## src/rtl/sbec_pkg.sv

```systemverilog
// Package for the segment/box side crossing counter.
// Holds widths, the data types passed between pipeline stages and the side count.
// No dependencies.
package sbec_pkg;

  // Coordinate and derived widths.
  localparam int CoordWidth = 16;
  localparam int DiffWidth  = CoordWidth + 1;
  localparam int NormWidth  = CoordWidth + 2;
  localparam int ProdWidth  = 2 * NormWidth;
  localparam int NumSides   = 4;
  localparam int CountWidth = 3;

  // Maximum count that can be produced (one per side).
  localparam logic [CountWidth-1:0] MaxCount = CountWidth'(NumSides);

  typedef logic signed [CoordWidth-1:0] coord_t;
  typedef logic signed [DiffWidth-1:0]  diff_t;
  typedef logic signed [NormWidth-1:0]  norm_t;
  typedef logic signed [ProdWidth-1:0]  prod_t;

  // Coordinates relative to the segment start.
  typedef struct packed {
    diff_t dx;
    diff_t dy;
    diff_t ox0;
    diff_t ox1;
    diff_t oy0;
    diff_t oy1;
  } diff_set_t;

  // One side test with the tested axis delta made positive.
  typedef struct packed {
    logic  live;
    norm_t n;
    norm_t d;
    norm_t dv;
    norm_t lo;
    norm_t hi;
  } side_t;

  typedef side_t [NumSides-1:0] side_arr_t;

  // Products of one side test: lo*d <= n*dv <= hi*d.
  typedef struct packed {
    logic  live;
    prod_t lo_p;
    prod_t mid_p;
    prod_t hi_p;
  } prod_side_t;

  typedef prod_side_t [NumSides-1:0] prod_arr_t;

endpackage

```

## src/rtl/sbec_norm.sv

```systemverilog
// Second pipeline stage: sets up the four side tests, flips signs so the
// tested delta is positive and checks the parameter range. Depends on sbec_pkg.
module sbec_norm (
  input  logic                clk_i,
  input  logic                rst_ni,
  input  logic                valid_i,
  output logic                ready_o,
  input  sbec_pkg::diff_set_t diff_i,
  output logic                valid_o,
  input  logic                ready_i,
  output sbec_pkg::side_arr_t side_o
);
  import sbec_pkg::*;

  logic      valid_q;
  side_arr_t side_d, side_q;

  function automatic norm_t ext(diff_t v);
    return {v[DiffWidth-1], v};
  endfunction

  // Build one side test: n and d on the tested axis, span and delta on the other.
  function automatic side_t make_side(diff_t n, diff_t d, diff_t lo, diff_t hi, diff_t dv);
    side_t s;
    norm_t nn;
    norm_t dd;
    nn     = d[DiffWidth-1] ? -ext(n) : ext(n);
    dd     = d[DiffWidth-1] ? -ext(d) : ext(d);
    s.n    = nn;
    s.d    = dd;
    s.dv   = ext(dv);
    s.lo   = ext(lo);
    s.hi   = ext(hi);
    s.live = (dd != '0) && !nn[NormWidth-1] && (nn <= dd);
    return s;
  endfunction

  // Sides x = min, x = max, y = min, y = max.
  always_comb begin
    side_d[0] = make_side(diff_i.ox0, diff_i.dx, diff_i.oy0, diff_i.oy1, diff_i.dy);
    side_d[1] = make_side(diff_i.ox1, diff_i.dx, diff_i.oy0, diff_i.oy1, diff_i.dy);
    side_d[2] = make_side(diff_i.oy0, diff_i.dy, diff_i.ox0, diff_i.ox1, diff_i.dx);
    side_d[3] = make_side(diff_i.oy1, diff_i.dy, diff_i.ox0, diff_i.ox1, diff_i.dx);
  end

  assign ready_o = ~valid_q | ready_i;

  always_ff @(posedge clk_i or negedge rst_ni) begin
    if (!rst_ni) begin
      valid_q <= 1'b0;
    end else if (ready_o) begin
      valid_q <= valid_i;
    end
  end

  always_ff @(posedge clk_i) begin
    if (valid_i && ready_o) begin
      side_q <= side_d;
    end
  end

  assign valid_o = valid_q;
  assign side_o  = side_q;

endmodule

```

## config.mk

```make
export PLATFORM = sky130hd
export DESIGN_NAME = sbec_norm
export DESIGN_NICKNAME = d
export VERILOG_FILES = /design/src/rtl/sbec_pkg.sv /design/src/rtl/sbec_norm.sv
export SDC_FILE = /design/constraint.sdc
export NUM_CORES = 1
export LEC_CHECK = 0
export ABC_AREA = 1
export BUFFER_PORTS_ARGS = -buffer_cell sky130_fd_sc_hd__buf_2
export CELL_PAD_IN_SITES_DETAIL_PLACEMENT = 1
export CELL_PAD_IN_SITES_GLOBAL_PLACEMENT = 1
export CORE_MARGIN = 3
export CORE_UTILIZATION = 37
export DETAILED_ROUTE_END_ITERATION = 8
export PLACE_DENSITY_LB_ADDON = 0.1
export SLEW_MARGIN = 15
export SYNTH_ARGS = -nofsm -noshare
export SYNTH_HDL_FRONTEND = slang
export SYNTH_SLANG_ARGS = --single-unit
export TNS_END_PERCENT = 1
```

## constraint.sdc

```tcl
create_clock -name clk_i -period 14.11 [get_ports clk_i]
set_input_delay 2.1165 -clock clk_i [delete_from_list [all_inputs] [get_ports clk_i]]
set_output_delay 2.1165 -clock clk_i [all_outputs]
set_load 0.01 [all_outputs]
```

==> results.json <==
{
  "max_slew.worst_pin.slew_ns": 1.02,
  "slowest_delay_ns": 0.54,
  "die_w_um": 187,
  "clk_latency_ns": 0.52,
  "p_leak_nw": 6.90,
  "reg2reg_depth": 3,
  "hold_start": "valid_o",
  "postRouteAntennaNets": 0,
  "min_path_cells": 2,
  "yosysWarnings": 0,
  "hold_path_class": "reg2reg",
  "cp_max_fo": 49,
  "avgSynthCellArea_um2": 10.2,
  "grtUsageMet1": 0.292,
  "powerDensity_nw_per_um2": 117,
  "h-tree-depth": 1,
  "routedWlPerCell_um": 19.4,
  "ff2ff_setup_slack_ns": 11.55,
  "avgViaCountPerCell": 4.71,
  "cap_violations": 0,
  "r2r-end": "side_o[147]",
  "diodes": 0,
  "cts_resized": 0,
  "whs_endpoint": "valid_o",
  "drt-pass1-iter-count": 5,
  "final_common_cell": "buf_2",
  "grt_use_met2": 0.348,
  "die_area_um2": 35100,
  "grt.overflow.total": 0,
  "rows": 65,
  "pre_cts_ws_ns": 8.77,
  "cts_setup_buffers": 0,
  "slowest_stage": "nor4_1",
  "arrival_ns": 5.23,
  "finalCritPeriodShare": 0.344,
  "nets": 1698,
  "timing_hold_violations_final": 0,
  "synthCells": 1197,
  "cts_root_buf": "clkbuf_16",
  "drv_slew": 0,
  "dieHeight_um": 187,
  "fmaxAchievable_mhz": 206,
  "num_vias": 9335,
  "finalSetupTns_ns": 0,
  "drc": 0,
  "ys_types": 51,
  "synthFlopType": "edfxtp_1",
  "port_buffers": 471,
  "crit_required_ns": 14.48,
  "utilization": 0.459,
  "grt_max_degree": 78,
  "whs_ns": 0.589,
  "grt_antenna_before_repair": 2,
  "drive_above_1_share": 0.397,
  "clk_pin_slew_worst_paths_ns": 0.06,
  "cts_sinks": 209,
  "status": "finished clean",
  "cp-start-kind": "input port",
  "start_util": 0.381,
  "cp_num_cells": 12,
  "stdcell_count": 1981,
  "cp_top_family": "simple AND/OR/NAND/NOR gates",
  "multiInputGateArea_um2": 4090,
  "gr-usage-met3": 0.0440,
  "mappedNetlistArea_um2": 12200,
  "n_fill_cell": 3727,
  "worstPathCellList": "buf_2 -> buf_4 -> inv_1 -> nor4_1 -> inv_1 -> ha_1 -> inv_1 -> nor2_1 -> nand3_1 -> nor3_1 -> nand2_1 -> a21oi_2",
  "hpwl_um": 30700,
  "grt_pass1_vias": 9652,
  "finClkSkew_ns": 0.00737,
  "relSlewSlack": 0.319,
  "wl_um": 38500,
  "setup_viol": 0,
  "yosys_register_bits": 209,
  "grt_use_total": 0.210,
  "hold_buffers": 0,
  "ios": 472,
  "worstSetupPathType": "in2reg",
  "fin_crit_ns": 4.86,
  "ir_drop_mv": 0.0891,
  "top_usage_layer": "met2",
  "gp_congestion": 0.832,
  "cts_tree": "done",
  "core_region_area_um2": 32000,
  "grt_pass1_wl_um": 57900,
  "async_flop_share": 0.00478,
  "numPlacedInstances": 1939,
  "cts_buffers": 24,
  "rsz0062_at_grt": "false",
  "synth_edf_count": 208,
  "crit_buf_inv": 5,
  "initialDrtViolationCount": 512,
  "setup_slack_ns": 9.25,
  "r2r-start": "valid_o",
  "clk_path_buf_depth": 3,
  "cpMostUsedCell": "inv_1",
  "ys_seq_area_frac": 0.515,
  "area_delta_synth_final_pct": 20.5,
  "layout.area.seq_um2": 6270,
  "end_kind": "flop",
  "final_cell_mix": "471 x buf_2, 208 x edfxtp_1, 190 x nand2_1, 126 x inv_1, 90 x nor2_1"
}
==> worst max-delay path by stage <==
| stage | startpoint | to | slack (ns) |
|---|---|---|---|
| 2_1_floorplan | valid_i | side_o[100] | 1.12 |
| 5_1_grt | diff_i[84] | side_o[272] | 8.93 |
| 3_3_place_gp | diff_i[84] | side_o[272] | 8.90 |
| 4_1_cts | diff_i[84] | side_o[272] | 9.27 |
| 6_report | diff_i[84] | side_o[272] | 9.25 |
| 3_5_place_dp | diff_i[84] | side_o[272] | 8.77 |
==> metrics by stage <==
| stage | total power [mW] | area, um^2 |
|---|---|---|
| after CTS | 1.74 | 14700 |
| after global routing | 1.80 | 14700 |
| final | 1.72 | 14700 |
| after floorplan | 0.993 | 12200 |
| after global placement | 1.09 | 13900 |
| after detailed placement | 1.10 | 13900 |
==> power by group <==
part / switching (mW) / internal, mW / leakage [nW] / total [mW]
combinational: 0.218 / 0.115 / 4.53 / 0.334
sequential: 0.0174 / 0.736 / 2.00 / 0.753
clock: 0.253 / 0.377 / 0.378 / 0.630
==> synth_stat cells, types with 2 or more instances <==
cell type,count,area share
nand2_2,23,0.012
nand4_1,16,0.0082
nor4_1,3,0.0015
a21oi_2,2,0.0014
a211oi_1,4,0.0025
edfxtp_1,208,0.51
nand3b_1,3,0.0018
nand2_4,2,0.0018
o21ai_1,8,0.0033
nand2_1,190,0.059
nor3_2,7,0.0058
ha_1,62,0.064
o21ai_0,26,0.011
xor2_1,56,0.040
xor2_2,4,0.0053
buf_2,5,0.0021
a31o_1,3,0.0022
a21o_1,6,0.0037
nor2_4,8,0.0074
xnor2_1,7,0.0050
buf_4,161,0.099
nor3_1,12,0.0049
buf_1,2,0.00062
inv_2,26,0.0080
o21ai_2,2,0.0014
nand3_1,60,0.025
clkbuf_1,2,0.00062
or2_1,4,0.0021
o31ai_1,3,0.0018
nor2_2,16,0.0082
a21oi_1,23,0.0095
o21bai_1,3,0.0018
inv_1,126,0.039
a31oi_1,3,0.0015
nand3_2,6,0.0049
nor2_1,90,0.028
==> cell type report <==
class | count | share of cell area
clock inverters | 13 | 0.0101
well taps | 435 | 0.0371
flip-flops and latches | 209 | 0.427
clock buffers | 29 | 0.0437
multi-input cells | 666 | 0.279
inverters | 153 | 0.0393
repair buffers | 476 | 0.163
==> tightest hold or removal path: cells and delay by family (launching register included) <==
kind,cells,cell delay (ns)
flip-flops,1,0.41
AND/OR/NAND/NOR,2,0.15
==> metal layers <==
layer,vias up,routed length (um),share of wire
met5,-,34,0.00088
li1,4501,-,-
met1,4440,17400,0.45
met4,4,486,0.013
met2,358,17800,0.46
met3,32,2690,0.070
==> flip-flops by register name, summed over array words and instances, names as in the netlist <==
| register | cells |
|---|---|
| valid_o | 1 |
| side_o | 208 |
==> cells by family (layout without fill, tap and decap cells) <==
logic type               count (synthesis)  after routing  synth area share
AND/OR/NAND/NOR                        445            445             0.174
buffers and inverters                  323            671             0.150
flip-flops                             209            209             0.515
AO/OA/AOI/OAI                           90             90            0.0458
XOR/XNOR                                67             67            0.0507
adder cells (fa/ha/maj)                 62             62            0.0637
other                                    1              2          0.000308
Power figures use the tool's default switching activity.
