**config.mk**
```make
export PLATFORM = sky130hd
export DESIGN_NAME = sbec_cmp
export DESIGN_NICKNAME = d
export VERILOG_FILES = /design/src/rtl/sbec_pkg.sv /design/src/rtl/sbec_cmp.sv
export SDC_FILE = /design/constraint.sdc
export NUM_CORES = 1
export LEC_CHECK = 0
export ABC_AREA = 1
export BUFFER_PORTS_ARGS = -buffer_cell sky130_fd_sc_hd__clkbuf_2
export CORE_AREA = 4 4 172 174
export CTS_CLUSTER_SIZE = 30
export DETAILED_ROUTE_END_ITERATION = 8
export DIE_AREA = 0 0 176 178
export PLACE_DENSITY = 0.67
export SLEW_MARGIN = 20
export SYNTH_ARGS = -nofsm -noshare
export SYNTH_HDL_FRONTEND = slang
export SYNTH_SLANG_ARGS = --single-unit
```
**constraint.sdc**
```tcl
create_clock -name clk_i -period 1.85 [get_ports clk_i]
set_input_delay 0.185 -clock clk_i [delete_from_list [all_inputs] [get_ports clk_i]]
set_output_delay 0.185 -clock clk_i [all_outputs]
set_load 0.02 [all_outputs]
```
**src/rtl/sbec_pkg.sv**
```systemverilog
// Package for the segment/box side crossing counter.
// Holds widths, the data types passed between pipeline stages and the side count.
// No dependencies.
package sbec_pkg;

  // Coordinate and derived widths.
  localparam int CoordWidth = 16;
  localparam int DiffWidth  = CoordWidth + 1;
  localparam int NormWidth  = CoordWidth + 2;
  localparam int ProdWidth  = 2 * NormWidth;
  localparam int NumSides   = 4;
  localparam int CountWidth = 3;

  // Maximum count that can be produced (one per side).
  localparam logic [CountWidth-1:0] MaxCount = CountWidth'(NumSides);

  typedef logic signed [CoordWidth-1:0] coord_t;
  typedef logic signed [DiffWidth-1:0]  diff_t;
  typedef logic signed [NormWidth-1:0]  norm_t;
  typedef logic signed [ProdWidth-1:0]  prod_t;

  // Coordinates relative to the segment start.
  typedef struct packed {
    diff_t dx;
    diff_t dy;
    diff_t ox0;
    diff_t ox1;
    diff_t oy0;
    diff_t oy1;
  } diff_set_t;

  // One side test with the tested axis delta made positive.
  typedef struct packed {
    logic  live;
    norm_t n;
    norm_t d;
    norm_t dv;
    norm_t lo;
    norm_t hi;
  } side_t;

  typedef side_t [NumSides-1:0] side_arr_t;

  // Products of one side test: lo*d <= n*dv <= hi*d.
  typedef struct packed {
    logic  live;
    prod_t lo_p;
    prod_t mid_p;
    prod_t hi_p;
  } prod_side_t;

  typedef prod_side_t [NumSides-1:0] prod_arr_t;

endpackage

```
**src/rtl/sbec_cmp.sv**
```systemverilog
// Last pipeline stage: span comparisons and the count of crossed sides,
// held in the output register. Depends on sbec_pkg.
module sbec_cmp (
  input  logic                              clk_i,
  input  logic                              rst_ni,
  input  logic                              valid_i,
  output logic                              ready_o,
  input  sbec_pkg::prod_arr_t               prod_i,
  output logic                              valid_o,
  input  logic                              ready_i,
  output logic [sbec_pkg::CountWidth-1:0]   count_o
);
  import sbec_pkg::*;

  logic                  valid_q;
  logic [NumSides-1:0]   hit;
  logic [CountWidth-1:0] count_d, count_q;

  // A side counts when its parameter is in range and the crossing lies in the span.
  always_comb begin
    count_d = '0;
    for (int i = 0; i < NumSides; i++) begin
      hit[i]  = prod_i[i].live && (prod_i[i].lo_p <= prod_i[i].mid_p)
                && (prod_i[i].mid_p <= prod_i[i].hi_p);
      count_d = count_d + CountWidth'(hit[i]);
    end
  end

  assign ready_o = ~valid_q | ready_i;

  always_ff @(posedge clk_i or negedge rst_ni) begin
    if (!rst_ni) begin
      valid_q <= 1'b0;
    end else if (ready_o) begin
      valid_q <= valid_i;
    end
  end

  always_ff @(posedge clk_i) begin
    if (valid_i && ready_o) begin
      count_q <= count_d;
    end
  end

  assign valid_o = valid_q;
  assign count_o = count_q;

endmodule

```
==> results of run 1 <==
-- path summary, 6_finish.rpt --
| kind | start | endpoint | slack (ns) | cells after the start |
|---|---|---|---|---|
| worst min-delay path | valid_i | valid_o | 0.15 | 3 |
| max in group asynchronous | rst_ni | valid_o | 1.51 | 2 |
| worst max-delay path | prod_i[350] | count_o[1] | -0.70 | 16 |
| min in group asynchronous | rst_ni | valid_o | 0.26 | 2 |
| worst max register to register | valid_o | count_o[2] | 0.74 | 1 |
| worst min register to register | valid_o | valid_o | 0.53 | 2 |
-- cell type report --
type / count / area [µm²] / share of cell area, %
multi-input cells: 996 / 7620 / 61.3
well taps: 378 / 473 / 3.80
flip-flops and latches: 4 / 115 / 0.926
inverters: 390 / 1490 / 12.0
repair buffers: 496 / 2650 / 21.3
clock buffers: 4 / 78.8 / 0.634
-- state kept, by name, summed over array words and instances, names as in the netlist --
name     cells
count_o      3
valid_o      1
-- per-layer routing --
| layer | global-route usage [%] | vias to the layer above | wire (µm) |
|---|---|---|---|
| li1 | - | 5306 | - |
| met1 | 19.3 | 4259 | 11400 |
| met2 | 37.8 | 285 | 16200 |
| met3 | 4.66 | 36 | 2450 |
| met4 | 4.26 | 2 | 769 |
| met5 | 0 | - | 13 |
-- logic make-up after synthesis --
| logic type | Yosys count | share of synthesized area (%) |
|---|---|---|
| AND/OR/NAND/NOR | 548 | 26.3 |
| buffers and inverters | 390 | 17.7 |
| adder cells (fa/ha/maj) | 291 | 44.2 |
| AO/OA/AOI/OAI | 157 | 10.4 |
| flip-flops | 4 | 1.39 |
-- power groups by stage --
stage                     sequential (mW)  clock (mW)  combinational (mW)
after floorplan                     0.121           0                1.35
after global placement              0.111           0                2.35
after detailed placement            0.111           0                2.42
after CTS                           0.110       0.371                2.48
after global routing                0.111       0.378                2.94
final                               0.110       0.365                2.53
-- cell usage in the layout, fill, tap and decap left out, types with 4 or more instances in the layout --
| master | synthesis | routed |
|---|---|---|
| buf_6 | 0 | 6 |
| nand2_1 | 377 | 346 |
| ha_4 | 0 | 47 |
| inv_1 | 390 | 347 |
| a21oi_2 | 0 | 5 |
| o21ai_0 | 20 | 17 |
| ha_1 | 290 | 243 |
| nand3_1 | 24 | 17 |
| nor2_4 | 1 | 18 |
| nand3_2 | 0 | 7 |
| inv_2 | 0 | 37 |
| nand2_4 | 0 | 4 |
| a21o_1 | 14 | 14 |
| buf_4 | 0 | 47 |
| nor2_2 | 12 | 32 |
| a21boi_1 | 7 | 6 |
| nand2_2 | 4 | 31 |
| nor2_1 | 116 | 79 |
| o21bai_1 | 6 | 6 |
| clkbuf_2 | 0 | 440 |
| nand4_1 | 9 | 9 |
| a21oi_1 | 108 | 102 |
-- worst max-delay path, cell delays in order --
cell and delay, ns:
clkbuf_2 0.08, inv_1 0.04, ha_1 0.29, nand2_1 0.07
nor2_1 0.14, nand2_1 0.12, nor2_4 0.17, nand2_1 0.11
nor2_4 0.14, nor2_4 0.05, a21oi_4 0.13, nor2_4 0.06
nor2_2 0.09, fa_1 0.46, ha_4 0.19, ha_4 0.20
-- metrics by stage --
step	cells	setup slack, ns	utilization (%)	power, mW	instance area [µm²]
6_report	2268	-0.705	44.8	3.01	12400
5_1_grt	2268	-0.838	44.8	3.43	12400
3_5_place_dp	2259	-1.15	42.8	2.53	11900
2_1_floorplan	1390	-0.593	-	1.47	8850
4_1_cts	2264	-0.732	43.6	2.96	12100
3_3_place_gp	2259	-1.12	42.8	2.46	11900
-- what timing repair did --
item | 4_1_cts | 5_1_grt
buffers inserted | 0 | 4
pin swaps | 15 | 51
hold endpoints to repair | 1 | 0
setup endpoints to repair | 3 | 3
gates resized for setup | 24 | 85
hold buffers | 1 | 0
==> flow_metrics.tcl, run 1 <==
set metrics [dict create \
    min_period_over_period_pct 138 \
    setup_violations 3 \
    synth_nets 2121 \
    fmax_mhz 391 \
    drc 0 \
    syn-cell-area_um2 8260 \
    seqPwrFrac_pct 3.7 \
    die_y_um 178 \
    period_needed_ns 2.55 \
    worst-path-max-fanout 3 \
    synth_area_leaders "ha_1, inv_1, nand2_1, a21oi_1, nor2_1" \
    violations "setup timing" \
    hold_viol_final 0 \
    worst_slack_ns -0.705 \
    h-tree-depth 1 \
    post_drt_wl_per_cell_um 13.6 \
    min_path_type "input pin to register" \
    hold_ws_ns 0.149 \
    io_pins 445 \
    synth.top_cell.area_share_pct 43.9 \
    relSlewSlack_pct 72.2 \
    worst_slew_pin_slew_ns 0.417 \
    drtIter0Drc 216 \
    core_area_um2 27800 \
    vias_per_cell 4.36 \
    yosys.area.top_type "ha_1" \
    ys_ff_latch 4 \
    start_kind "input pin" \
    drt_first_pass_iters 4 \
    syn_avg_cell_area_um2 5.94 \
    power.leakage_nw 7.98 \
    rsz0062_at_grt "yes" \
    gp_congestion 0.898 \
    yosys_most_used_dff "edfxtp_1" \
    synth_edf_count 3 \
    ys_seq_area_share_pct 1.39 \
    dieArea_um2 31300 \
    antenna_cells 0 \
    cts_tree "built" \
    finalClockSkew_ns 0.00286 \
    fill_cells 2985 \
    detail-route-antenna-nets 0 \
    fin_tns_setup_ns -1.92 \
    syn_inst 1390 \
    grt_util_all_layers_pct 18.7 \
    switching_share_pct 46.8 \
    grt_pass1_wl_mm 47.5 \
    yosysWarnings 0 \
    fin_nets 2622 \
    intPower_mw 1.60 \
    switching_power_mw 1.41 \
    start_util_pct 29.7 \
    routed_wl_mm 30.8 \
    die_w_um 176 \
    worstPathArrival_ns 2.54 \
    end_kind "register" \
    criticalPathCategory "input pin to register" \
    first_global_vias 10339 \
    synth-async-reset-ratio_pct 25.0 \
    num_rows 61 \
    clkPwrFrac_pct 12.1 \
    port_buffers 444 \
    drv_cap 0 \
    antenna_found_initial 1 \
    combPwrFrac_pct 84.2 \
    cts_buffers 3 \
    irDropWorstVdd_uv 180 \
    areaGrowthSynthToFinish_pct 50.5 \
    vias 9888 \
    drv_slew 0 \
    cts-root-buf "clkbuf_16" \
    path_clk_slew_ns 0.04 \
    status "finished with violations" \
    yosysUniqueCellTypes 22 \
    place.detailed.hpwl_mm 29.5 \
    cts.path.max_buffers 2 \
    drive_gt1_share_pct 36.5 \
    grt_overflow 0 \
    power.density_nw_per_um2 242 \
    required_ns 1.83 \
    clock_latency_ns 0.23 \
    yosysMostFrequentCell "inv_1" \
    synth_common_cells "inv_1, nand2_1, ha_1, nor2_1, a21oi_1" \
    cts_sinks 4 \
    grt_max_degree 4 \
]
(Power assumes the default switching activity.)
==> inputs of run 2 (changes only) <==
--- a/config.mk
+++ b/config.mk
@@ -7,11 +7,11 @@
 export LEC_CHECK = 0
 export ABC_AREA = 1
 export BUFFER_PORTS_ARGS = -buffer_cell sky130_fd_sc_hd__clkbuf_2
-export CORE_AREA = 4 4 172 174
+export CORE_MARGIN = 4
+export CORE_UTILIZATION = 25
 export CTS_CLUSTER_SIZE = 30
 export DETAILED_ROUTE_END_ITERATION = 8
-export DIE_AREA = 0 0 176 178
-export PLACE_DENSITY = 0.67
+export PLACE_DENSITY = 0.6
 export SLEW_MARGIN = 20
 export SYNTH_ARGS = -nofsm -noshare
 export SYNTH_HDL_FRONTEND = slang
==> run 2 against run 1 <==
  * The run still ends with setup timing left
  * Die area up 15%
  * Clock-buffer cell count is the same
  * Sequential share of layout area fell by 0.12 points
  * Largest cell class unchanged
  * Non-clock buffer count rose by 24
  * Clock skew increased by 0.0014 ns
  * Maximum frequency is 1.9% higher
  * Clock power is essentially flat
  * Cell count is 3.9% higher
  * Worst setup slack gained 0.048 ns
  * Final area rose by 15%
  * Critical path type unchanged
  * Combinational power up 23%
==> flow_metrics.tcl, run 2 (synthesized netlist as in run 1, its figures left out) <==
set metrics [dict create \
    grt_util_all_layers_pct 16.7 \
    vias_per_cell 4.30 \
    power.leakage_nw 8.33 \
    combPwrFrac_pct 86.7 \
    routed_wl_mm 32.9 \
    r2r-start "valid_o" \
    period_needed_ns 2.51 \
    fmax_mhz 399 \
    drv_cap 0 \
    worstPathCellList "buf_8, buf_6, ha_4, nand2_4, nor2_4, nand2_2, nor2_4, nand3_2, nand2_2, nor2_2, nand2_1, nand2_1, a21oi_2, nor2_4, fa_1, ha_4, ha_4" \
    drive_gt1_share_pct 48.5 \
    criticalPathCategory "input pin to register" \
    worst-path-max-fanout 3 \
    cpMaxStageDelayCell "fa_1" \
    drv_slew 0 \
    core_area_um2 32500 \
    regToRegSetupSlack_ns 0.69 \
    end_kind "register" \
    seqPwrFrac_pct 3.1 \
    required_ns 1.83 \
    final_cell_area_um2 14300 \
    switching_power_mw 1.68 \
    intPower_mw 1.91 \
    startpoint "prod_i[63]" \
    worstSetupPathDepth 17 \
    switching_share_pct 46.8 \
    min_period_over_period_pct 135 \
    largest_reg_flops 3 \
    critical_path.max_stage_delay_ns 0.58 \
    vias 10145 \
    irDropWorstVdd_uv 224 \
    hold_ws_ns 0.161 \
    cts_buffers 3 \
    path_clk_slew_ns 0.04 \
    place.detailed.hpwl_mm 29.7 \
    setup_violations 3 \
    placed_cell_area_um2 12100 \
    regArea_um2 115 \
    worstPathArrival_ns 2.49 \
    finalClockSkew_ns 0.00423 \
    min_path_type "input pin to register" \
    crit_path_end "count_o[1]" \
    drt_first_pass_iters 4 \
    antenna_found_initial 2 \
    cts_tree "built" \
    cts-root-buf "clkbuf_16" \
    fill_cells 3379 \
    crit_buf_inv 2 \
    hold_viol_final 0 \
    start_util_pct 25.4 \
    die_w_um 190 \
    detail-route-antenna-nets 0 \
    power_mw 3.59 \
    dieArea_um2 36000 \
    gp_congestion 0.874 \
    multi_input_area_um2 8980 \
    fin_nets 2646 \
    drc 0 \
    clock_latency_ns 0.23 \
    final_cells 2357 \
    start_kind "input pin" \
    rsz0062_at_grt "yes" \
    post-place-cells 2340 \
    most-common-layout-cells "clkbuf_2, inv_1, nand2_1" \
    clkPwrFrac_pct 10.1 \
    reg2reg_to "count_o[2]" \
    worst_slew_pin_slew_ns 0.475 \
    areaGrowthSynthToFinish_pct 73.3 \
    io_pins 445 \
    num_rows 66 \
    port_buffers 444 \
    grt_overflow 0 \
    final_common_cell "clkbuf_2" \
    grt_max_degree 4 \
    post_drt_wl_per_cell_um 14.0 \
    worst_slack_ns -0.656 \
    relSlewSlack_pct 68.3 \
    violations "setup timing" \
    cts.path.max_buffers 2 \
    grt_pass1_wl_mm 49.0 \
    drtIter0Drc 131 \
    reg2reg_depth 1 \
    h-tree-depth 1 \
    power.density_nw_per_um2 251 \
    status "finished with violations" \
    cts_sinks 4 \
    die_y_um 190 \
    fin_tns_setup_ns -1.78 \
    path_delay_family "adder cells" \
    first_global_vias 10253 \
]
-- run 2: cell types whose count changed in the layout (fill, tap and decap cells not counted), moves of 34 or more --
cell,previous run,this run
clkbuf_2,440,404
nand2_2,31,84
ha_1,243,178
ha_4,47,112
inv_1,347,313
nand2_1,346,277
-- run 2: area by class of cell --
| type | count | area share (%) |
|---|---|---|
| diodes | 1 | 0.0175 |
| flip-flops and latches | 4 | 0.804 |
| repair buffers | 520 | 21.5 |
| inverters | 390 | 10.5 |
| multi-input cells | 996 | 62.7 |
| well taps | 442 | 3.86 |
| clock buffers | 4 | 0.551 |
-- run 2: metal layers --
| metal | track usage, % | vias to the layer above | part of all wire (%) |
|---|---|---|---|
| met4 | 3.98 | 2 | 2.7 |
| li1 | - | 5337 | - |
| met2 | 33.0 | 317 | 52 |
| met1 | 18.5 | 4442 | 39 |
| met3 | 2.84 | 47 | 6.4 |
| met5 | 0 | - | 0.036 |
-- run 2: how the worst min path moves through the flow --
stage               startpoint      end  depth (start not counted)  slack (ns)
finish                 valid_i  valid_o                          3        0.16
detailed placement      rst_ni  valid_o                          1       -0.04
global route           valid_i  valid_o                          3        0.19
CTS                    valid_i  valid_o                          3        0.16
global placement        rst_ni  valid_o                          1       -0.04
floorplan               rst_ni  valid_o                          0       -0.11
-- run 2: power by group through the flow --
stage                     clock (mW)  combinational (mW)  sequential (mW)
after floorplan                    0                1.35            0.121
after global placement             0                2.41            0.112
after detailed placement           0                2.47            0.113
after CTS                      0.374                2.78            0.111
after global routing           0.382                3.54            0.112
final                          0.364                3.11            0.112
-- run 2: per-stage QoR --
stage          setup slack, ns  util (%)
2_1_floorplan           -0.593         -
3_3_place_gp             -1.27      37.2
3_5_place_dp             -1.28      37.2
4_1_cts                 -0.606      40.7
5_1_grt                 -0.769      44.0
6_report                -0.656      44.0
-- run 2: repair_timing --
item                                    4_1_cts  5_1_grt
hold endpoints to repair                      1        0
endpoints found under the setup margin        3        3
buffers inserted                              9        4
hold buffers                                  1        0
gates resized for setup                     198      245
pin swaps                                   114      116
==> inputs of run 3 (changes only) <==
--- a/config.mk
+++ b/config.mk
@@ -5,13 +5,13 @@
 export SDC_FILE = /design/constraint.sdc
 export NUM_CORES = 1
 export LEC_CHECK = 0
-export ABC_AREA = 1
 export BUFFER_PORTS_ARGS = -buffer_cell sky130_fd_sc_hd__clkbuf_2
 export CORE_MARGIN = 4
 export CORE_UTILIZATION = 25
+export CTS_CLUSTER_DIAMETER = 30
 export CTS_CLUSTER_SIZE = 30
 export DETAILED_ROUTE_END_ITERATION = 8
-export PLACE_DENSITY = 0.6
+export PLACE_DENSITY = 0.61
 export SLEW_MARGIN = 20
 export SYNTH_ARGS = -nofsm -noshare
 export SYNTH_HDL_FRONTEND = slang
==> run 3 against run 2 <==
  * Total power decreased by 19%
  * Highest routed layer unchanged
  * Global-route usage grew 1.1 points
  * The run still ends with setup timing left
  * Area after synthesis shrank 8.8%
  * Worst setup slack got worse by 0.92 ns
  * Critical path type unchanged
  * Sequential power about the same
  * Sequential cell count stayed put
  * Synthesized cell count is 26% lower
  * Critical path depth down 3
==> flow_metrics.tcl, run 3 <==
set metrics [dict create \
    dp_slack_ns -1.98 \
    synth_common_cells "inv_1, ha_1, a21oi_1, a21o_1, nand4_1" \
    crit_top_cell "ha_4" \
    postCtsSetupBuffers 0 \
    irDropWorstVdd_uv 179 \
    path_delay_family "simple AND/OR/NAND/NOR gates" \
    power.density_nw_per_um2 246 \
    fmax_mhz 292 \
    drtIter0Drc 190 \
    vias_per_cell 4.55 \
    required_ns 1.84 \
    status "finished with violations" \
    cts_sinks 4 \
    yosysWarnings 0 \
    critical_path.max_stage_delay_ns 0.46 \
    drive_gt1_share_pct 38.6 \
    post-route-util_pct 39.6 \
    drt_first_pass_iters 5 \
    die_y_um 182 \
    synth_area_leaders "ha_1, inv_1, a21oi_1, a21o_1, nand4_1" \
    clock_latency_ns 0.23 \
    end_kind "register" \
    cpMaxStageDelayCell "or4b_4" \
    vias 9217 \
    grt_max_degree 5 \
    placed_cell_area_um2 11500 \
    drv_slew 0 \
    drv_cap 0 \
    die_w_um 182 \
    yosysMostFrequentCell "inv_1" \
    criticalPathCategory "input pin to register" \
    first_global_vias 9839 \
    grt_overflow 0 \
    post_drt_wl_per_cell_um 15.3 \
    synth.top_cell.area_share_pct 48.1 \
    start_util_pct 25.4 \
    worst_slack_ns -1.57 \
    crit_buf_inv 3 \
    cts_buffers 3 \
    yosys_most_used_dff "edfxtp_1" \
    syn_inst 1033 \
    drc 0 \
    areaGrowthSynthToFinish_pct 56.0 \
    h-tree-depth 1 \
    synth_edf_count 3 \
    synth-async-reset-ratio_pct 25.0 \
    syn-cell-area_um2 7540 \
    yosys.area.top_type "ha_1" \
    worst_slew_pin_slew_ns 0.406 \
    rsz0062_at_grt "yes" \
    min_period_over_period_pct 185 \
    most-common-layout-cells "clkbuf_2, inv_1, ha_1" \
    power_mw 2.90 \
    routed_wl_mm 31.0 \
    worstPathCellList "buf_8, inv_8, ha_4, and4_4, or4b_4, or4_4, or3_4, o21ai_2, mux2i_1, nor4b_2, buf_4, fa_1, ha_2, ha_4" \
    antenna_found_initial 3 \
    worst-path-max-fanout 2 \
    start_kind "input pin" \
    final_cell_area_um2 11800 \
    core_area_um2 29700 \
    grt_pass1_wl_mm 47.6 \
    cts.path.max_buffers 2 \
    cts_tree "built" \
    hold_viol_final 0 \
    dieArea_um2 33000 \
    regToRegSetupSlack_ns 0.70 \
    fin_tns_setup_ns -4.49 \
    power.leakage_nw 7.62 \
    finalClockSkew_ns 0.00625 \
    period_needed_ns 3.42 \
    largest_reg_flops 3 \
    synth_nets 1764 \
    relSlewSlack_pct 72.7 \
    worstPathArrival_ns 3.41 \
    min_path_type "input pin to register" \
    num_rows 63 \
    place.detailed.hpwl_mm 29.9 \
    syn_avg_cell_area_um2 7.30 \
    gp_congestion 0.946 \
    grt_util_all_layers_pct 17.8 \
    setup_violations 3 \
    port_buffers 444 \
    antenna_cells 0 \
    fin_nets 2367 \
    path_clk_slew_ns 0.04 \
    violations "setup timing" \
    cts-root-buf "clkbuf_16" \
    io_pins 445 \
    ys_seq_area_share_pct 1.53 \
    yosysUniqueCellTypes 43 \
    final_common_cell "clkbuf_2" \
    detail-route-antenna-nets 0 \
    ys_ff_latch 4 \
]
[run 3: cell types whose count changed after synthesis, sizes merged, moves of 18 or more]
cell	previous run	this run
nand2	381	40
nor2	129	10
inv	390	301
nand4	9	58
a21o	14	59
o21ai	20	41
a21oi	108	90
[run 3: repair_timing]
item,in CTS,in global routing
hold buffers,1,0
resized for setup,5,28
endpoints found under the hold margin,1,0
endpoints found under the setup margin,3,3
pin swaps,1,2
[run 3: layer usage]
metal | track usage, % | wire [µm] | share of wire [%] | vias up
li1 | - | - | - | 4829
met1 | 19.9 | 12100 | 39 | 3987
met2 | 33.7 | 15400 | 50 | 345
met3 | 3.95 | 2510 | 8.1 | 50
met4 | 4.62 | 913 | 2.9 | 6
met5 | 0 | 41 | 0.13 | -
[run 3: worst reg2reg max path, delay by kind of cell (launching register included)]
family / cells / cell delay [ns]
flip-flops: 1 / 0.39
AND/OR/NAND/NOR: 2 / 0.42
[run 3: layout make-up]
| class | count | area (µm²) |
|---|---|---|
| inverters | 301 | 1140 |
| flip-flops and latches | 4 | 115 |
| fillers | 3102 | 18000 |
| multi-input cells | 728 | 6480 |
| repair buffers | 598 | 3460 |
| clock buffers | 4 | 78.8 |
| well taps | 390 | 488 |
[run 3: logic make-up (layout without fill, tap and decap cells)]
logic type	count (synthesis)	after routing	synth area share (%)
simple gates	191	191	14.4
mux	1	1	0.133
fa+ha+maj	291	291	48.4
buf+inv	301	903	15.0
compound gates	245	245	20.5
flops	4	4	1.53
[run 3: path summary, 6_finish.rpt]
kind,startpoint,endpoint,cells after the start
worst max-delay path,prod_i[26],count_o[1],14
worst min-delay path,valid_i,valid_o,2
worst max register to register,valid_o,count_o[0],2
worst min register to register,valid_o,valid_o,2
max in group asynchronous,rst_ni,valid_o,2
min in group asynchronous,rst_ni,valid_o,2
[run 3: stage by stage]
step,std cells,hold WS (ns)
6_report,2025,0.163
5_1_grt,2025,0.172
4_1_cts,2025,0.156
3_5_place_dp,2020,-0.0388
3_3_place_gp,2020,-0.0386
2_1_floorplan,1033,-0.111
[run 3: report_power, final]
group          internal (mW)  switching (mW)  total [mW]
logic                   1.30            1.12        2.42
clock network          0.287          0.0812       0.368
registers              0.108         0.00273       0.111
total                   1.69            1.20        2.90
