File: src/rtl/sbec_pkg.sv
// Package for the segment/box side crossing counter.
// Holds widths, the data types passed between pipeline stages and the side count.
// No dependencies.
package sbec_pkg;

  // Coordinate and derived widths.
  localparam int CoordWidth = 16;
  localparam int DiffWidth  = CoordWidth + 1;
  localparam int NormWidth  = CoordWidth + 2;
  localparam int ProdWidth  = 2 * NormWidth;
  localparam int NumSides   = 4;
  localparam int CountWidth = 3;

  // Maximum count that can be produced (one per side).
  localparam logic [CountWidth-1:0] MaxCount = CountWidth'(NumSides);

  typedef logic signed [CoordWidth-1:0] coord_t;
  typedef logic signed [DiffWidth-1:0]  diff_t;
  typedef logic signed [NormWidth-1:0]  norm_t;
  typedef logic signed [ProdWidth-1:0]  prod_t;

  // Coordinates relative to the segment start.
  typedef struct packed {
    diff_t dx;
    diff_t dy;
    diff_t ox0;
    diff_t ox1;
    diff_t oy0;
    diff_t oy1;
  } diff_set_t;

  // One side test with the tested axis delta made positive.
  typedef struct packed {
    logic  live;
    norm_t n;
    norm_t d;
    norm_t dv;
    norm_t lo;
    norm_t hi;
  } side_t;

  typedef side_t [NumSides-1:0] side_arr_t;

  // Products of one side test: lo*d <= n*dv <= hi*d.
  typedef struct packed {
    logic  live;
    prod_t lo_p;
    prod_t mid_p;
    prod_t hi_p;
  } prod_side_t;

  typedef prod_side_t [NumSides-1:0] prod_arr_t;

endpackage

File: src/rtl/sbec_diff.sv
// First pipeline stage: coordinates relative to the segment start.
// Depends on sbec_pkg.
module sbec_diff (
  input  logic                clk_i,
  input  logic                rst_ni,
  input  logic                valid_i,
  output logic                ready_o,
  input  sbec_pkg::coord_t    box_min_x_i,
  input  sbec_pkg::coord_t    box_min_y_i,
  input  sbec_pkg::coord_t    box_max_x_i,
  input  sbec_pkg::coord_t    box_max_y_i,
  input  sbec_pkg::coord_t    seg_start_x_i,
  input  sbec_pkg::coord_t    seg_start_y_i,
  input  sbec_pkg::coord_t    seg_end_x_i,
  input  sbec_pkg::coord_t    seg_end_y_i,
  output logic                valid_o,
  input  logic                ready_i,
  output sbec_pkg::diff_set_t diff_o
);
  import sbec_pkg::*;

  logic      valid_q;
  diff_set_t diff_d, diff_q;

  // Sign-extend a coordinate by one bit.
  function automatic diff_t ext(coord_t c);
    return {c[CoordWidth-1], c};
  endfunction

  // Differences to the segment start on each axis.
  always_comb begin
    diff_d.dx  = ext(seg_end_x_i) - ext(seg_start_x_i);
    diff_d.dy  = ext(seg_end_y_i) - ext(seg_start_y_i);
    diff_d.ox0 = ext(box_min_x_i) - ext(seg_start_x_i);
    diff_d.ox1 = ext(box_max_x_i) - ext(seg_start_x_i);
    diff_d.oy0 = ext(box_min_y_i) - ext(seg_start_y_i);
    diff_d.oy1 = ext(box_max_y_i) - ext(seg_start_y_i);
  end

  // The stage takes a request when empty or when its content moves on.
  assign ready_o = ~valid_q | ready_i;

  always_ff @(posedge clk_i or negedge rst_ni) begin
    if (!rst_ni) begin
      valid_q <= 1'b0;
    end else if (ready_o) begin
      valid_q <= valid_i;
    end
  end

  always_ff @(posedge clk_i) begin
    if (valid_i && ready_o) begin
      diff_q <= diff_d;
    end
  end

  assign valid_o = valid_q;
  assign diff_o  = diff_q;

endmodule

File: config.mk
export PLATFORM = sky130hd
export DESIGN_NAME = sbec_diff
export DESIGN_NICKNAME = d
export VERILOG_FILES = /design/src/rtl/sbec_pkg.sv /design/src/rtl/sbec_diff.sv
export SDC_FILE = /design/constraint.sdc
export NUM_CORES = 1
export LEC_CHECK = 0
export BUFFER_PORTS_ARGS = -buffer_cell sky130_fd_sc_hd__buf_2
export CAP_MARGIN = 0
export CORE_ASPECT_RATIO = 0.75
export CORE_MARGIN = 2
export CORE_UTILIZATION = 49
export CTS_BUF_LIST = sky130_fd_sc_hd__clkbuf_4
export CTS_CLUSTER_SIZE = 10
export DETAILED_ROUTE_END_ITERATION = 8
export MAX_ROUTING_LAYER = met4
export PLACE_DENSITY = 0.89
export SKIP_LAST_GASP = 1
export SLEW_MARGIN = 30
export SYNTH_ARGS = -nofsm -noshare
export SYNTH_HDL_FRONTEND = slang
export SYNTH_SLANG_ARGS = --single-unit
File: constraint.sdc
create_clock -name clk_i -period 3.6 [get_ports clk_i]
set_clock_uncertainty 0.15 [all_clocks]
set_input_delay 1.08 -clock clk_i [delete_from_list [all_inputs] [get_ports clk_i]]
set_output_delay 1.08 -clock clk_i [all_outputs]
set_load 0.05 [all_outputs]
==> reports/metrics.cfg, run 1 <==
[sta]
finalCritPeriodShare=0.8311
finalHoldViolCount=0
maxSlewHeadroom=0.6390
tns_ps=0
tightestPinTransition_ps=538.2
fmax_mhz=334.2
setup_viol=0
rsz0062_at_grt=false
slew_violations=0
finalCriticalPeriod_ps=2992

[clock_network]
cts_tree=built
hold_buffers=0
clock-sinks=103
cts_resized=0
clock_path_buffers=2
numCtsBuffers=9
post_cts_buffers=0
clk_pin_slew_ps=180
htreeDepth=3
clock_latency_ps=500
root_buffer=clkbuf_4

[synth]
synthCells=759
yosysUniqueCellTypes=75
ys_async_sr_fraction=0.009709
synthesis.nets=993
ys_warn_count=0
ys.flop_type=edfxtp_1
synth_seq_cells=103
syn_area_sq_um=7829
avgSynthCellArea_sq_um=10.31
synth_edf_count=102
ys_seq_area_frac=0.3944

[setup_path]
worstPathCellList=buf_2 -> ha_1 -> fa_1 -> nand2b_1 -> a211oi_2 -> o31ai_4 -> o21ai_1 -> nand4_1 -> a41o_1
cp-end-kind=flip-flop
cp_num_buf_inv=1
worst-path-stages=9
critPathMaxFanout=3
arrival_ps=3120
crit_type=in -> reg
critical_path.top_delay_family=compound AO/OA/AOI/OAI gates
crit_path_start=seg_start_x_i[0]
r2r-end=diff_o[12]$_DFFE_PP_
rrSetupSlack_ps=1820
cp_slowest_cell=fa_1
r2r_start=valid_o$_DFFE_PN0N_
crit_path_start_kind=primary input
reg2reg_depth=3
required_ps=3730
max_stage_delay_ps=410

[floorplanning]
die_x_um=150.0
die_area_sq_um=17010
ios=236
start_util=0.5077
num_rows=39
fp.dieH_um=113.5
fp.coreArea_sq_um=15420

[power]
power.leakage_nw=4.234
p_per_area_nw_per_um2=398.4
ir_drop_mv=0.2413

[global_routing]
grt_pass1_wl_um=31850
grt_overflow=0
antenna_found_initial=3
first_global_vias=6634
grt_usage=0.2484
grt_max_degree=40

[finish]
drive_gt1_frac=0.2897
fill_cells=1267
fin_nets=1237
multi_input_area_sq_um=4459
regArea_sq_um=3088
post-route-util=0.6110
area_growth_pct=20.35

[routing]
vias=6942
first_pass_iters=5
drc=0
drt-initial-drc-count=422
vias_per_cell=5.709
post_drt_wl_per_cell_um=17.15
ant_nets=0
finalWirelength_um=20860

[placement]
port_buffers=235
place_hpwl_um=17030
gp_congestion=0.9049

[status]
status=finished clean

[worst_hold_path]
hp-class=in -> async

[job]
cap_viol_max_count=0

## metrics by stage
step                instances  power, W  setup WS (ps)  hold WS [ps]  cell area (sq um)
floorplan                 759  0.002778          97.62         634.4               7830
global placement         1197  0.003134          156.7         353.8               9290
detailed placement       1197  0.003173          99.03         389.2               9290
CTS                      1213  0.003758          658.1         123.6               9414
global route             1216  0.003938          523.6         123.2               9422
finish                   1216  0.003753          608.0         156.3               9422
## layout make-up
| cell class | instances | area share |
|---|---|---|
| Timing Repair Buffer | 238 | 0.1299 |
| Antenna cell | 3 | 0.0007968 |
| Multi-Input combinational cell | 581 | 0.4733 |
| Inverter | 70 | 0.02789 |
| Sequential cell | 103 | 0.3278 |
| Tap cell | 205 | 0.02722 |
| Clock buffer | 9 | 0.007171 |
| Clock inverter | 7 | 0.005976 |
## worst reg2reg max path, delay by kind of cell, from the launching register on
| kind | cells | cell delay, ps |
|---|---|---|
| buf+inv | 1 | 320 |
| flops | 1 | 420 |
| simple gates | 2 | 570 |
## power breakdown
part           leakage [nW]  internal (W)  total (W)  switching (W)
clock                0.0726      0.000152   0.000593       0.000441
sequential            0.982       0.00151    0.00155      0.0000379
combinational          3.18      0.000533    0.00161        0.00108
total                  4.23       0.00220    0.00375        0.00156
## worst max path at each step
stage	endpoint	slack, ps
finish	diff_o[101]$_DFFE_PP_	610
global route	diff_o[101]$_DFFE_PP_	520
floorplan	diff_o[0]$_DFFE_PP_	100
CTS	diff_o[101]$_DFFE_PP_	660
global placement	diff_o[101]$_DFFE_PP_	160
detailed placement	diff_o[101]$_DFFE_PP_	100
## sequential cells by signal, indices dropped and copies added (netlist names)
register	flops
diff_o	102
valid_o	1
## logic make-up (layout without fill, tap and decap cells)
kind of cell	after synthesis	count (layout)	synth area share
AO/OA/AOI/OAI	220	220	0.2068
AND/OR/NAND/NOR	188	188	0.1140
other	0	3	0
adder cells (fa/ha/maj)	102	102	0.1688
flip-flops	103	103	0.3944
XOR/XNOR	70	70	0.07831
buffers and inverters	75	324	0.03628
multiplexers	1	1	0.001438
## cells in the mapped netlist (3+ instances only)
library cell / n / area share
nand3_1: 9 / 0.0058
a211oi_1: 11 / 0.011
and2_1: 3 / 0.0024
nand4_1: 8 / 0.0064
a31oi_1: 7 / 0.0056
inv_1: 70 / 0.034
o31a_1: 4 / 0.0045
o31ai_2: 3 / 0.0048
o21a_1: 21 / 0.020
nor2b_1: 8 / 0.0064
nand2b_1: 17 / 0.014
edfxtp_1: 102 / 0.39
o21ai_1: 13 / 0.0083
o31ai_1: 4 / 0.0038
fa_1: 6 / 0.015
a21oi_2: 5 / 0.0056
xnor2_1: 53 / 0.059
nor2_1: 71 / 0.034
or3_1: 3 / 0.0024
o21ai_0: 33 / 0.021
a21oi_1: 51 / 0.033
clkbuf_1: 3 / 0.0014
o211ai_1: 7 / 0.0067
o22ai_1: 3 / 0.0024
nand3b_1: 3 / 0.0029
a21o_1: 14 / 0.013
nor4_1: 3 / 0.0024
nor3_1: 12 / 0.0077
xor2_1: 17 / 0.019
nand2_1: 42 / 0.020
ha_1: 96 / 0.15
## layer usage
| metal | track usage | up-vias | wire length [um] | part of all wire |
|---|---|---|---|---|
| met4 | 0.06730 | 0 | 369 | 0.018 |
| met3 | 0.07160 | 33 | 2277 | 0.11 |
| met1 | 0.2848 | 3218 | 8190 | 0.39 |
| li1 | - | 3304 | - | - |
| met5 | - | - | 0 | 0 |
| met2 | 0.4277 | 387 | 10020 | 0.48 |
## layout by cell type (no fill, tap or decap), types with 7 or more instances in the layout
master / instances
nand4_1: 8
nor2_1: 71
nand3_1: 9
nand2b_1: 17
o21a_1: 21
a31oi_1: 7
edfxtp_1: 102
o21ai_0: 33
a21oi_1: 51
o21ai_1: 13
o211ai_1: 7
nand2_1: 42
xor2_1: 17
nor2b_1: 8
a21o_1: 14
clkbuf_4: 9
a211oi_1: 11
ha_1: 96
inv_1: 70
nor3_1: 12
buf_2: 235
xnor2_1: 53
Note: power is estimated with default switching activity, not from simulation.
==> run 2: changes to the inputs <==
--- a/config.mk
+++ b/config.mk
@@ -9,12 +9,12 @@
 export CAP_MARGIN = 0
 export CORE_ASPECT_RATIO = 0.75
 export CORE_MARGIN = 2
-export CORE_UTILIZATION = 49
+export CORE_UTILIZATION = 50
 export CTS_BUF_LIST = sky130_fd_sc_hd__clkbuf_4
 export CTS_CLUSTER_SIZE = 10
 export DETAILED_ROUTE_END_ITERATION = 8
 export MAX_ROUTING_LAYER = met4
-export PLACE_DENSITY = 0.89
+export PLACE_DENSITY = 0.87
 export SKIP_LAST_GASP = 1
 export SLEW_MARGIN = 30
 export SYNTH_ARGS = -nofsm -noshare
==> constraint.sdc (replaced) <==
create_clock -name clk_i -period 2.9 [get_ports clk_i]
set_clock_uncertainty 0.15 [all_clocks]
set_input_delay 0.87 -clock clk_i [delete_from_list [all_inputs] [get_ports clk_i]]
set_output_delay 0.87 -clock clk_i [all_outputs]
set_load 0.05 [all_outputs]
==> run 2 against run 1 <==
Sequential share of layout area is 1.7 points lower. Clock power is 77% higher. Worst hold slack better by 240 ps. Setup slack worse by 390 ps. Global-route usage is 1.1 points higher. Non-clock buffer count is 56 higher. Flip-flop and latch count stayed put. Total power is 35% higher. Combinational power is 31% higher. Critical path type unchanged. Register-to-register slack worse by 600 ps. Die area is 1.9% lower.
==> reports/metrics.cfg, run 2 (synthesis gave the netlist of run 1 again) <==
[setup_path]
crit_path_start_kind=primary input
rrSetupSlack_ps=1220  ; -600 ps
critPathMaxFanout=3  ; unchanged
crit_type=in -> reg
worstPathCellList=buf_2 -> ha_1 -> fa_1 -> nand3b_1 -> a31oi_1 -> nor2_1 -> o21ai_1 -> a2111oi_0 -> mux2_2
cp-end-kind=flip-flop
arrival_ps=2820  ; -300 ps
cp_slowest_cell=fa_1
max_stage_delay_ps=390  ; -20 ps
required_ps=3040  ; -690 ps

[power]
power.leakage_nw=4.535  ; +7.1%
ir_drop_mv=0.4140  ; +72%
p_per_area_nw_per_um2=510.9  ; +28%

[sta]
finalCriticalPeriod_ps=2682
setup_viol=0  ; unchanged
fmax_mhz=372.8
finalCritPeriodShare=0.9249
holdWs_ps=401.2  ; +244.9 ps
finalHoldViolCount=0  ; unchanged
slew_violations=0  ; unchanged
rsz0062_at_grt=false
tightestPinTransition_ps=452.4  ; -85.87 ps
maxSlewHeadroom=0.6951  ; +0.05611
fin_ws_ps=217.7  ; -390.2 ps

[routing]
drc=0  ; unchanged
post_drt_wl_per_cell_um=16.65  ; -2.9%
finalWirelength_um=21230  ; +1.8%
drt-initial-drc-count=438  ; +3.8%
vias=7038  ; +1.4%
first_pass_iters=5  ; unchanged
vias_per_cell=5.520  ; -3.3%
ant_nets=0  ; unchanged

[clock_network]
clock_latency_ps=480  ; -20 ps
clk_pin_slew_ps=170  ; about the same
cts_tree=built
post_cts_buffers=0  ; unchanged
htreeDepth=3  ; unchanged
clock_path_buffers=2  ; unchanged
root_buffer=clkbuf_4
clock-sinks=103  ; unchanged
numCtsBuffers=9  ; unchanged

[global_routing]
grt_usage=0.2595  ; +0.01106
grt_max_degree=43  ; +7.5%
antenna_found_initial=5  ; +2
grt_pass1_wl_um=32690  ; +2.6%
grt_overflow=0  ; unchanged
first_global_vias=6671  ; +0.56%

[placement]
port_buffers=235  ; unchanged
place_hpwl_um=17450  ; +2.5%
gp_congestion=0.9433  ; +4.2%
pre_cts_ws_ps=-311.7  ; -410.7 ps

[floorplanning]
start_util=0.5126  ; +0.004866
ios=236  ; unchanged
num_rows=39  ; unchanged
die_x_um=148.5  ; -0.98%
fp.dieH_um=112.4  ; -0.97%
die_area_sq_um=16680  ; -1.9%
fp.coreArea_sq_um=15270  ; -0.95%

[status]
status=finished clean

[finish]
fill_cells=1184  ; -6.6%
drive_gt1_frac=0.3289  ; +0.03926
largest_reg_flops=102  ; unchanged
fin_nets=1293  ; +4.5%
area_growth_pct=27.07
final_common_cell=buf_2
layout_common_cells=235 x buf_2, 102 x edfxtp_1, 95 x ha_1

[job]
cap_viol_max_count=0  ; unchanged

[worst_hold_path]
hp-class=reg -> reg

[run 2: changes by cell type in the layout (fill, tap and decap cells not counted), moves of 2 or more]
| cell | delta |
|---|---|
| clkinv_4 | -2 |
| diode_2 | +3 |
| bufinv_16 | +4 |
| clkinvlp_4 | +2 |
| clkinv_2 | -2 |
| buf_4 | +55 |
[run 2: final timing paths]
kind / start / end / depth (start not counted)
worst max register to register: valid_o$_DFFE_PN0N_ / diff_o[46]$_DFFE_PP_ / 3
worst min-delay path: valid_o$_DFFE_PN0N_ / valid_o$_DFFE_PN0N_ / 2
worst max-delay path: seg_start_y_i[0] / diff_o[84]$_DFFE_PP_ / 9
worst min register to register: valid_o$_DFFE_PN0N_ / valid_o$_DFFE_PN0N_ / 2
max in group asynchronous: rst_ni / valid_o$_DFFE_PN0N_ / 2
min in group asynchronous: rst_ni / valid_o$_DFFE_PN0N_ / 2
[run 2: power by group]
part / leakage (nW) / switching, W / internal (W)
Sequential: 0.982 / 0.0000453 / 0.00188
Clock: 0.103 / 0.000528 / 0.000525
Combinational: 3.45 / 0.00136 / 0.000747
Total: 4.53 / 0.00193 / 0.00315
[run 2: layout make-up]
cell class              instances  area [sq um]  share of cell area
diodes                          6         15.01            0.001509
clock buffers                   9         67.56            0.006792
well taps                     205         256.5             0.02578
flip-flops and latches        103          3088              0.3104
repair buffers                294          1647              0.1655
multi-input cells             581          4468              0.4491
inverters                      70         262.8             0.02641
clock inverters                 7         143.9             0.01446
[run 2: timing repair]
item / in CTS / in global routing
endpoints found under the hold margin: 1 / 0
resized for setup: 0 / 0
hold buffers: 1 / 0
[run 2: stage by stage]
step | TNS [ps] | total power [W] | cells | area, sq um | util
2_1_floorplan | 0 | 0.003449 | 759 | 7840 | -
3_3_place_gp | -2585 | 0.003987 | 1252 | 9712 | 0.6359
3_5_place_dp | -4374 | 0.004042 | 1252 | 9712 | 0.6359
4_1_cts | 0 | 0.005087 | 1269 | 9933 | 0.6504
5_1_grt | 0 | 0.005329 | 1274 | 9946 | 0.6512
6_report | 0 | 0.005083 | 1275 | 9948 | 0.6513
[run 2: critical path, delay by kind of cell]
family                     cells  cell delay (ps)
AOI/OAI and AO/OA              3              620
adders and majority gates      2              610
buffers and inverters          1              120
muxes                          1              290
and+or+nand+nor                2              300
[run 2: routing by layer]
layer	up-vias	global-route usage	routed length (um)
met1	3229	0.3119	8656
met2	352	0.4361	10090
met4	0	0.07746	515
met3	43	0.06220	1967
met5	-	-	0
li1	3414	-	-
==> run 3: changes to the inputs <==
--- a/config.mk
+++ b/config.mk
@@ -15,6 +15,7 @@
 export DETAILED_ROUTE_END_ITERATION = 8
 export MAX_ROUTING_LAYER = met4
 export PLACE_DENSITY = 0.87
+export REMOVE_ABC_BUFFERS = 1
 export SKIP_LAST_GASP = 1
 export SLEW_MARGIN = 30
 export SYNTH_ARGS = -nofsm -noshare
==> constraint.sdc (replaced) <==
create_clock -name clk_i -period 2.9 [get_ports clk_i]
set_clock_uncertainty 0.15 [all_clocks]
set_input_delay 0.58 -clock clk_i [delete_from_list [all_inputs] [get_ports clk_i]]
set_output_delay 0.58 -clock clk_i [all_outputs]
set_load 0.05 [all_outputs]
==> run 3 against run 2 <==
Count of clock-buffer cells in the layout unchanged. Sequential power hardly changed. Highest routed layer unchanged. Register-to-register slack barely moved. First-iteration DRC count is 16% lower. Critical endpoint is now diff_o[16]$_DFFE_PP_. Largest cell class unchanged. Via count decreased by 1.6%.
==> reports/metrics.cfg, run 3 (synthesis gave the netlist of run 1 again) <==
[status]
status=finished clean

[global_routing]
grt_max_degree=67  ; +56%
grt_pass1_wl_um=32240  ; -1.4%
first_global_vias=6810  ; +2.1%
grt_overflow=0  ; unchanged
antenna_found_initial=2  ; -3
grt_usage=0.2518  ; -0.007663

[routing]
drc=0  ; unchanged
vias=6927  ; -1.6%
vias_per_cell=5.650  ; +2.4%
finalWirelength_um=20560  ; -3.2%
first_pass_iters=7  ; +2
post_drt_wl_per_cell_um=16.77  ; +0.70%
ant_nets=0  ; unchanged
drt-initial-drc-count=369  ; -16%

[placement]
gp_congestion=0.9160  ; -2.9%
port_buffers=235  ; unchanged
place_hpwl_um=16890  ; -3.3%
pre_cts_ws_ps=-3.752  ; +308.0 ps

[floorplanning]
die_area_sq_um=16680  ; unchanged
ios=236  ; unchanged
fp.coreArea_sq_um=15270  ; unchanged
die_x_um=148.5  ; unchanged
num_rows=39  ; unchanged
start_util=0.5126  ; unchanged
fp.dieH_um=112.4  ; unchanged

[sta]
fmax_mhz=411.1  ; +10%
tns_ps=0  ; unchanged
finalCriticalPeriod_ps=2432  ; -249.9 ps
slew_violations=0  ; unchanged
finalCritPeriodShare=0.8387  ; -0.08617
setup_viol=0  ; unchanged
rsz0062_at_grt=false
fin_ws_ps=467.6  ; +249.9 ps
finalHoldViolCount=0  ; unchanged
maxSlewHeadroom=0.6326  ; -0.06251
tightestPinTransition_ps=546.9  ; +94.51 ps

[clock_network]
clk_pin_slew_ps=170  ; about the same
clock_path_buffers=2  ; unchanged
root_buffer=clkbuf_4
clock-sinks=103  ; unchanged
htreeDepth=3  ; unchanged
clock_latency_ps=460  ; -20 ps
cts_tree=built
post_cts_buffers=0  ; unchanged
numCtsBuffers=9  ; unchanged

[finish]
final_common_cell=buf_2
largest_reg_flops=102  ; unchanged
fill_cells=1244  ; +5.1%
area_growth_pct=21.61
fin_nets=1246  ; -3.6%
layout_common_cells=235 x buf_2, 102 x edfxtp_1, 96 x ha_1
drive_gt1_frac=0.2950  ; -0.03396

[power]
ir_drop_mv=0.2947  ; -29%
power.leakage_nw=4.288  ; -5.4%
p_per_area_nw_per_um2=503.8  ; -1.4%

[setup_path]
critPathMaxFanout=3  ; unchanged
required_ps=2970  ; -70 ps
cp-end-kind=flip-flop
crit_type=in -> reg
arrival_ps=2500  ; -320 ps
crit_path_start_kind=primary input

[job]
cap_viol_max_count=0  ; unchanged

[worst_hold_path]
hp-class=in -> reg

==> run 3: cell count changes in the layout (fill, tap and decap cells not counted) <==
cell	delta
fa_1	+1
inv_6	+1
diode_2	-2
fa_2	-1
o21ai_1	+1
ha_2	-1
clkinv_2	+2
o21ai_2	-1
ha_1	+1
bufinv_16	-2
buf_12	-1
clkinvlp_4	-1
buf_4	-46
==> run 3: timing repair <==
item | CTS | global route
endpoints found under the hold margin | 1 | 0
hold buffers | 1 | 0
endpoints found under the setup margin | 0 | 0
resized for setup | 0 | 0
==> run 3: routing by layer <==
| layer | GRT usage | up-vias | share of wire |
|---|---|---|---|
| li1 | - | 3330 | - |
| met1 | 0.2924 | 3226 | 0.39 |
| met2 | 0.4398 | 328 | 0.49 |
| met3 | 0.05650 | 43 | 0.098 |
| met4 | 0.07175 | 0 | 0.022 |
| met5 | - | - | 0 |
==> run 3: path summary, 6_finish.rpt <==
kind | startpoint | to | slack [ps] | cells after the start
setup / recovery | seg_start_y_i[0] | diff_o[16]$_DFFE_PP_ | 470 | 8
hold / removal | valid_i | valid_o$_DFFE_PN0N_ | 150 | 2
setup reg to reg | valid_o$_DFFE_PN0N_ | diff_o[101]$_DFFE_PP_ | 1230 | 3
hold reg to reg | valid_o$_DFFE_PN0N_ | valid_o$_DFFE_PN0N_ | 430 | 2
max in group asynchronous | rst_ni | valid_o$_DFFE_PN0N_ | 2270 | 2
min in group asynchronous | rst_ni | valid_o$_DFFE_PN0N_ | 250 | 2
==> run 3: per-stage QoR <==
step                hold WS, ps  area [sq um]  instances  power, W    util
finish                    151.5          9520       1226  0.004796  0.6233
floorplan                 134.4          7807        754  0.003452       -
global placement          205.4          9338       1205  0.003898  0.6114
global route              141.0          9515       1224  0.005043  0.6230
CTS                       129.9          9510       1222  0.004816  0.6227
detailed placement        207.6          9338       1205  0.003949  0.6114
==> run 3: final cells by class <==
class / instances / area [sq um] / share of cell area
repair buffers: 247 / 1281 / 0.1346
inverters: 70 / 262.8 / 0.02760
diodes: 4 / 10.01 / 0.001051
well taps: 205 / 256.5 / 0.02694
multi-input cells: 581 / 4459 / 0.4684
clock inverters: 7 / 95.09 / 0.009988
flip-flops and latches: 103 / 3088 / 0.3244
clock buffers: 9 / 67.56 / 0.007097
==> run 3: critical path, cell delays in order <==
cell       delay (ps)
buf_2             130
ha_1              210
fa_1              400
nand2b_1          210
a2111oi_2         450
nor2_1            180
nor3_1            240
o22ai_1           100
==> run 3: where the power goes <==
group	leakage [nW]	internal (W)	total (W)	switching (W)
combinational	3.22	0.000672	0.00201	0.00133
sequential	0.982	0.00188	0.00192	0.0000421
clock	0.0867	0.000354	0.000870	0.000516
total	4.29	0.00290	0.00480	0.00189
